<file path="config.mk">
export PLATFORM = sky130hd
export DESIGN_NAME = undirected_cycle_detect_core
export DESIGN_NICKNAME = d
export VERILOG_FILES = /design/src/sv/ucd_pkg.sv /design/src/sv/ucd_lane.sv /design/src/sv/ucd_merge.sv /design/src/sv/undirected_cycle_detect_core.sv
export SDC_FILE = /design/constraint.sdc
export NUM_CORES = 1
export LEC_CHECK = 0
export CAP_MARGIN = 20
export CORE_MARGIN = 4
export CORE_UTILIZATION = 40
export DETAILED_ROUTE_END_ITERATION = 16
export DONT_BUFFER_PORTS = 1
export REMOVE_ABC_BUFFERS = 1
export SYNTH_ARGS = -nofsm -noshare
export SYNTH_HDL_FRONTEND = slang
export SYNTH_SLANG_ARGS = --single-unit
</file>
<file path="constraint.sdc">
create_clock -name clk -period 6.25 [get_ports clk]
set_clock_uncertainty 0.15 [all_clocks]
set_input_delay 1.25 -clock clk [delete_from_list [all_inputs] [get_ports clk]]
set_output_delay 1.25 -clock clk [all_outputs]
set_load 0.05 [all_outputs]
</file>
<file path="src/sv/ucd_pkg.sv">
// shared constants and types for the undirected cycle detector
// used by ucd_lane, ucd_merge and undirected_cycle_detect_core
package ucd_pkg;

  localparam int ROW_W            = 16;
  localparam int IDX_W            = $clog2(ROW_W);
  localparam int CFG_W            = 5;
  localparam int CMP_W            = 8;
  localparam int MAX_VERTICES_DEF = 16;

  localparam logic [CFG_W-1:0] VCOUNT_RST = CFG_W'(16);

  typedef struct packed {
    logic hit;
    logic seen;
    logic is_parent;
  } lane_flag_t;

  typedef struct packed {
    logic             any;
    logic [IDX_W-1:0] idx;
    logic             seen;
    logic             is_parent;
  } pick_t;

endpackage

</file>
<file path="src/sv/ucd_lane.sv">
// one neighbor lane: checks a single column of the current adjacency row
// depends on ucd_pkg
module ucd_lane import ucd_pkg::*; #(
  parameter int LANE = 0,
  parameter int CW   = 5
) (
  input  logic          edge_bit,
  input  logic          seen_in,
  input  logic [CW-1:0] scan_from,
  input  logic [CW-1:0] count,
  input  logic [CW-1:0] parent,
  output lane_flag_t    flag
);

  localparam logic [CMP_W-1:0] ME = CMP_W'(LANE);

  always_comb begin
    flag.hit       = edge_bit && (ME >= CMP_W'(scan_from)) && (ME < CMP_W'(count));
    flag.seen      = seen_in;
    flag.is_parent = (ME == CMP_W'(parent));
  end

endmodule

</file>
<file path="src/sv/ucd_merge.sv">
// merge stage: picks the lowest lane with a live edge
// depends on ucd_pkg
module ucd_merge import ucd_pkg::*; (
  input  lane_flag_t flags [ROW_W],
  output pick_t      pick
);

  always_comb begin
    pick = '0;
    for (int i = ROW_W - 1; i >= 0; i--) begin
      if (flags[i].hit) begin
        pick.any       = 1'b1;
        pick.idx       = IDX_W'(i);
        pick.seen      = flags[i].seen;
        pick.is_parent = flags[i].is_parent;
      end
    end
  end

endmodule

</file>
<file path="src/sv/undirected_cycle_detect_core.sv">
// undirected cycle detector: row store, depth-first walk sequencer, neighbor lanes
// depends on ucd_pkg, ucd_lane, ucd_merge
//
// usage:
//   rows of the adjacency matrix come in on the input channel (row_bits, last_row),
//   one per transfer, in row order; a row is taken only while the block is idle.
//   the transfer with last_row set starts a depth-first search over vertex_count
//   vertices; in_stall stays high until the result has been placed in the output
//   register, then has_cycle is offered on the output channel (out_valid/out_stall).
//   search steps: each root is tested in S_ROOT; each vertex entered costs a row fetch,
//   a final scan, a pop, a frame reload and a parent row refetch, and each edge followed
//   costs a scan; sixteen neighbor lanes test a whole row at once, so non-edges cost
//   nothing. the walk stops at the first cycle. the stack and row store are
//   single-port memories, which set the per-vertex cost.
//   a pending result is held while out_stall is high; new rows are still taken, but a
//   later search result waits until the output register is free.
//   vertex_count is written through cfg_write_en/cfg_write_data; the user must write it while idle (not enforced).
//   rst (synchronous) returns the block to idle with vertex_count 16 and no result
//   pending; stored rows keep their contents.
module undirected_cycle_detect_core import ucd_pkg::*; #(
  parameter int MAX_VERTICES = MAX_VERTICES_DEF
) (
  input  logic             clk,
  input  logic             rst,
  input  logic             in_valid,
  output logic             in_stall,
  input  logic [ROW_W-1:0] row_bits,
  input  logic             last_row,
  output logic             out_valid,
  input  logic             out_stall,
  output logic             has_cycle,
  input  logic             cfg_write_en,
  input  logic [CFG_W-1:0] cfg_write_data
);

  localparam int VW = $clog2(MAX_VERTICES);
  localparam int CW = $clog2(MAX_VERTICES + 1);
  localparam int FW = VW + 2 * CW;
  localparam logic [CW-1:0] NONE  = CW'(MAX_VERTICES);
  localparam logic [CW-1:0] ONE_C = CW'(1);

  typedef enum logic [6:0] {
    S_IDLE  = 7'b0000001,
    S_ROOT  = 7'b0000010,
    S_FETCH = 7'b0000100,
    S_SCAN  = 7'b0001000,
    S_POP   = 7'b0010000,
    S_LOAD  = 7'b0100000,
    S_PUT   = 7'b1000000
  } state_t;

  state_t                  state;
  logic [CFG_W-1:0]        vertex_count;
  logic [CW-1:0]           row_counter;
  logic [CW-1:0]           root;
  logic [CW-1:0]           depth;
  logic [VW-1:0]           cur_vertex;
  logic [CW-1:0]           cur_parent;
  logic [CW-1:0]           cur_next;
  logic [MAX_VERTICES-1:0] visited;
  logic [ROW_W-1:0]        adj_row;
  logic [FW-1:0]           stack_rd;
  logic                    found;

  logic [ROW_W-1:0] adj_mem   [MAX_VERTICES];
  logic [FW-1:0]    stack_mem [MAX_VERTICES];

  logic             in_xfer;
  logic             out_free;
  logic [CMP_W-1:0] n_wide;
  logic [CW-1:0]    n;
  logic             root_in;
  logic             root_seen;
  logic [CW-1:0]    dm1;
  logic [CW-1:0]    dm2;
  logic             push_ok;
  logic [VW-1:0]    sel_v;
  logic [CW-1:0]    sel_next;
  logic             do_push;
  logic [ROW_W-1:0] lane_seen;
  lane_flag_t       flags [ROW_W];
  pick_t            pick;

  assign in_stall = (state != S_IDLE);
  assign in_xfer  = in_valid && !in_stall;
  assign out_free = !out_valid || !out_stall;

  assign n_wide = (CMP_W'(vertex_count) > CMP_W'(MAX_VERTICES)) ?
                  CMP_W'(MAX_VERTICES) : CMP_W'(vertex_count);
  assign n      = CW'(n_wide);

  assign root_in   = (root < n);
  assign root_seen = visited[root[VW-1:0]];
  assign dm1       = depth - ONE_C;
  assign dm2       = depth - CW'(2);
  assign push_ok   = (depth < NONE);
  assign sel_v     = VW'(pick.idx);
  assign sel_next  = CW'({1'b0, pick.idx} + (IDX_W + 1)'(1));
  assign do_push   = (state == S_SCAN) && pick.any && !pick.seen && push_ok;

  // neighbor lanes
  for (genvar j = 0; j < ROW_W; j++) begin : g_lane
    if (j < MAX_VERTICES) begin : g_vis
      assign lane_seen[j] = visited[j];
    end else begin : g_novis
      assign lane_seen[j] = 1'b0;
    end

    ucd_lane #(
      .LANE (j),
      .CW   (CW)
    ) u_lane (
      .edge_bit  (adj_row[j]),
      .seen_in   (lane_seen[j]),
      .scan_from (cur_next),
      .count     (n),
      .parent    (cur_parent),
      .flag      (flags[j])
    );
  end

  ucd_merge u_merge (
    .flags (flags),
    .pick  (pick)
  );

  // row store
  always_ff @(posedge clk) begin
    if (in_xfer && (row_counter < NONE)) begin
      adj_mem[row_counter[VW-1:0]] <= row_bits;
    end
    if (state == S_FETCH) begin
      adj_row <= adj_mem[cur_vertex];
    end
  end

  // walk stack
  always_ff @(posedge clk) begin
    if (do_push) begin
      stack_mem[dm1[VW-1:0]] <= {cur_vertex, cur_parent, sel_next};
    end
    if ((state == S_POP) && (depth != ONE_C)) begin
      stack_rd <= stack_mem[dm2[VW-1:0]];
    end
  end

  // sequencer
  always_ff @(posedge clk) begin
    if (rst) begin
      state        <= S_IDLE;
      vertex_count <= VCOUNT_RST;
      row_counter  <= '0;
      root         <= '0;
      depth        <= '0;
      cur_vertex   <= '0;
      cur_parent   <= '0;
      cur_next     <= '0;
      visited      <= '0;
      found        <= 1'b0;
      out_valid    <= 1'b0;
      has_cycle    <= 1'b0;
    end else begin
      if (cfg_write_en) begin
        vertex_count <= cfg_write_data;
      end
      if (out_valid && !out_stall && (state != S_PUT)) begin
        out_valid <= 1'b0;
      end

      case (state)
        S_IDLE: begin
          if (in_xfer) begin
            if (last_row) begin
              row_counter <= '0;
              visited     <= '0;
              root        <= '0;
              depth       <= '0;
              state       <= S_ROOT;
            end else if (row_counter < NONE) begin
              row_counter <= row_counter + ONE_C;
            end
          end
        end
        S_ROOT: begin
          if (!root_in) begin
            found <= 1'b0;
            state <= S_PUT;
          end else if (root_seen) begin
            root <= root + ONE_C;
          end else begin
            visited[root[VW-1:0]] <= 1'b1;
            cur_vertex            <= root[VW-1:0];
            cur_parent            <= NONE;
            cur_next              <= '0;
            depth                 <= ONE_C;
            state                 <= S_FETCH;
          end
        end
        S_FETCH: begin
          state <= S_SCAN;
        end
        S_SCAN: begin
          if (!pick.any) begin
            state <= S_POP;
          end else if (!pick.seen) begin
            visited[sel_v] <= 1'b1;
            if (push_ok) begin
              depth      <= depth + ONE_C;
              cur_vertex <= sel_v;
              cur_parent <= CW'(cur_vertex);
              cur_next   <= '0;
              state      <= S_FETCH;
            end else begin
              cur_next <= sel_next;
            end
          end else begin
            cur_next <= sel_next;
            if (!pick.is_parent) begin
              found <= 1'b1;
              state <= S_PUT;
            end
          end
        end
        S_POP: begin
          if (depth == ONE_C) begin
            depth <= '0;
            root  <= root + ONE_C;
            state <= S_ROOT;
          end else begin
            depth <= dm1;
            state <= S_LOAD;
          end
        end
        S_LOAD: begin
          {cur_vertex, cur_parent, cur_next} <= stack_rd;
          state                              <= S_FETCH;
        end
        S_PUT: begin
          if (out_free) begin
            out_valid <= 1'b1;
            has_cycle <= found;
            state     <= S_IDLE;
          end
        end
        default: begin
          state <= S_IDLE;
        end
      endcase
    end
  end

endmodule

</file>
==> run summary <==
Hold Path Stages: 2
r2r setup slk: 1930 ps
worst r2r dst: stack_mem[6][12]$_DFFE_PP_
Pwr Total: 0.00928 W
Yosys top cell by area: edfxtp_1
most used cell, CP: nand2_1
CTS Sinks: 570
critical path class: reg2reg
status: completed
Setup Buffers After CTS: 0
FF+latch count, synth: 570
initial DRC count: 1308
Yosys Warn Count: 0
vias in the first global route: 13100
RSZ-0062 raised after global routing: false
num ports: 30
cells on worst reg2reg path: 6
share of layout cells above drive strength 1: 23.4%
Core ar.: 0.0592 mm^2
cell area power density: 346 mW/mm^2
async set or reset register ratio after synthesis: 0%
Die Height: 253 um
Synth-to-Final Area Change: 11.5%
hold wc startpoint: lane_seen[4]$_SDFFE_PP0P_
startpoint type of the worst setup path: flop
Synth cell types: 102
Final period util: 69.1%
layout net count: 1424
DR pass1 iterations: 5
Total GRT Usage: 18.2%
CP Data Arrival Time: 4390 ps
Routability Congestion: 0.928
crit-path cells: nor3_2, nand2_1, a31oi_1, o2111ai_4, nand2_1, and4_1
number of synthesized flops with an enable pin: 510
Final Cell Area: 0.0268 mm^2
RR Startpoint: cur_next[4]$_SDFFE_PP0P_
Resized Gates After CTS: 0
FMAX: 232 MHz
Worst slew margin: 24.0%
largest net degree at the start of global routing: 62
H-tree Lvls: 2
final hold violations: 0
Setup violations, final: 0
Worst Path Required: 6320 ps
sequential share of the synthesized area: 68.6%
Sum Neg Setup Slack: 0 ps
input/output buffers: 0
Clk Latency, worst-skew pair: 600 ps
Post-Route WL: 58100 um
LEAKAGE: 8.42 nW
routed vias: 13000
Clock transition at path regs: 60 ps
die area: 0.0641 mm^2
Syn Inst Count: 1358
Syn Area/Cell: 17.7 um^2
Clock Path Buffers: 3
drt wl/cell: 26.5 um
cts bufs inserted: 57
clock root buffer: clkbuf_16
GRT overflow: 0
Max-Cap Viols: 0
placed wire-length estimate: 36200 um
Area after DPL: 0.0250 mm^2
Crit. End Element: flop
TritonCTS clock tree: done
Main synth FF type: edfxtp_1
Hold WS: 352 ps
diode count: 0
Cell Area, Synth: 0.0241 mm^2
row count: 89
initial antenna violation count: 3
Hold Crit Class: reg2reg
max-slew violations: 0
Post-route DRC: 0
Max IR drop VDD: 244 uV
drt via density: 5.91
antenna-violating nets left: 0
critical path peak fanout: 17
largest cells by area after synthesis: edfxtp_1 (64%), mux4_2 (14%), dfxtp_1 (5.0%), ha_1 (1.2%), nor2_1 (1.1%)
Hold Crit Endpoint: lane_seen[4]$_SDFFE_PP0P_
slew of the pin with the lowest slew margin: 1140 ps
top-area cell type share of the netlist area: 63.7%
Tmin final: 4320 ps
Die Width: 253 um
slowest cell on the critical path: and4_1
Largest stage delay, worst path: 800 ps
Initial Util: 40.6%
CTS Hold Bufs: 0
first-pass GRT wire length: 86700 um
==> area by class of cell <==
| type | instances | area (um^2) |
|---|---|---|
| Clock inverter | 37 | 330 |
| Sequential cell | 570 | 16500 |
| Fill cell | 5038 | 32400 |
| Timing Repair Buffer | 31 | 238 |
| Tap cell | 773 | 967 |
| Multi-Input combinational cell | 675 | 7140 |
| Clock buffer | 66 | 1480 |
| Inverter | 39 | 146 |
==> Yosys cell counts, types with 10 or more instances <==
| library cell | n |
|---|---|
| and3_1 | 13 |
| nor2_1 | 69 |
| a211oi_1 | 18 |
| a21oi_1 | 30 |
| ha_1 | 23 |
| buf_1 | 14 |
| edfxtp_1 | 510 |
| dfxtp_1 | 60 |
| nand3_1 | 21 |
| a31oi_1 | 13 |
| nand2_1 | 51 |
| mux2i_1 | 13 |
| nand4_1 | 10 |
| nor3_1 | 22 |
| mux4_2 | 154 |
| and4_1 | 19 |
| o211ai_1 | 12 |
| clkbuf_1 | 46 |
| o21ai_0 | 33 |
| inv_1 | 38 |
| buf_2 | 10 |
==> placed cells by master (no fill, tap or decap), drive strengths merged, types with 21 or more instances in the layout <==
cell | synthesis | final
mux4 | 154 | 154
clkinv | 0 | 25
ha | 23 | 23
nor2 | 70 | 70
a21oi | 31 | 31
clkbuf | 46 | 67
buf | 28 | 30
dfxtp | 60 | 60
o21ai | 40 | 40
inv | 39 | 43
nor3 | 23 | 23
nand3 | 21 | 21
nand2 | 52 | 52
edfxtp | 510 | 510
==> registers in the layout, indices dropped and copies added (netlist names), 7 cells and up <==
register / flops
state: 7
lane_seen: 16
adj_mem: 256
stack_rd: 14
adj_row: 16
stack_mem: 224
==> power breakdown <==
part	switching, W	total [W]	internal (W)
Sequential	0.000179	0.00451	0.00433
Combinational	0.000823	0.00146	0.000634
Clock	0.00142	0.00332	0.00190
==> per-stage QoR <==
| stage | cells | setup slack (ps) | utilization (%) |
|---|---|---|---|
| after floorplan | 1284 | 1430 | - |
| after CTS | 2189 | 1780 | 45.3 |
| after global placement | 2085 | 1940 | 42.2 |
| after detailed placement | 2086 | 1810 | 42.2 |
| final | 2191 | 1930 | 45.3 |
| after global routing | 2191 | 1730 | 45.3 |
==> cells by family (layout without fill, tap and decap cells) <==
family / after synthesis / after routing / share of synthesized area [%]
flip-flops: 570 / 570 / 68.6
AND/OR/NAND/NOR: 266 / 266 / 6.05
AO/OA/AOI/OAI: 207 / 207 / 6.77
multiplexers: 169 / 169 / 15.1
buffers and inverters: 113 / 173 / 1.91
adder cells (fa/ha/maj): 23 / 23 / 1.20
XOR/XNOR: 10 / 10 / 0.364
==> worst max path at each step <==
stage | from | to | depth (start not counted)
after floorplan | depth[0]$_SDFFE_PP0P_ | depth[2]$_SDFFE_PP0P_ | 7
after global placement | vertex_count[4]$_SDFFE_PP1P_ | stack_mem[2][8]$_DFFE_PP_ | 8
after detailed placement | cur_next[4]$_SDFFE_PP0P_ | stack_mem[6][7]$_DFFE_PP_ | 7
after CTS | vertex_count[4]$_SDFFE_PP1P_ | stack_mem[15][7]$_DFFE_PP_ | 8
after global routing | cur_next[4]$_SDFFE_PP0P_ | stack_mem[0][2]$_DFFE_PP_ | 6
final | cur_next[4]$_SDFFE_PP0P_ | stack_mem[6][12]$_DFFE_PP_ | 6
==> routing by layer <==
| metal | wire, um | GRT usage, % | vias to the layer above |
|---|---|---|---|
| met1 | 25100 | 26.1 | 6727 |
| met5 | 0 | 0 | - |
| met3 | 4210 | 3.83 | 103 |
| met4 | 1750 | 5.69 | 0 |
| met2 | 27000 | 28.1 | 481 |
| li1 | - | - | 5643 |
==> worst max-delay path: cells and delay by family, from the launching register on <==
kind	cells	cell delay (ps)
DFF	1	490
and+or+nand+nor	4	2470
AOI/OAI and AO/OA	2	810
No activity file was read; power rests on OpenSTA's default activity.
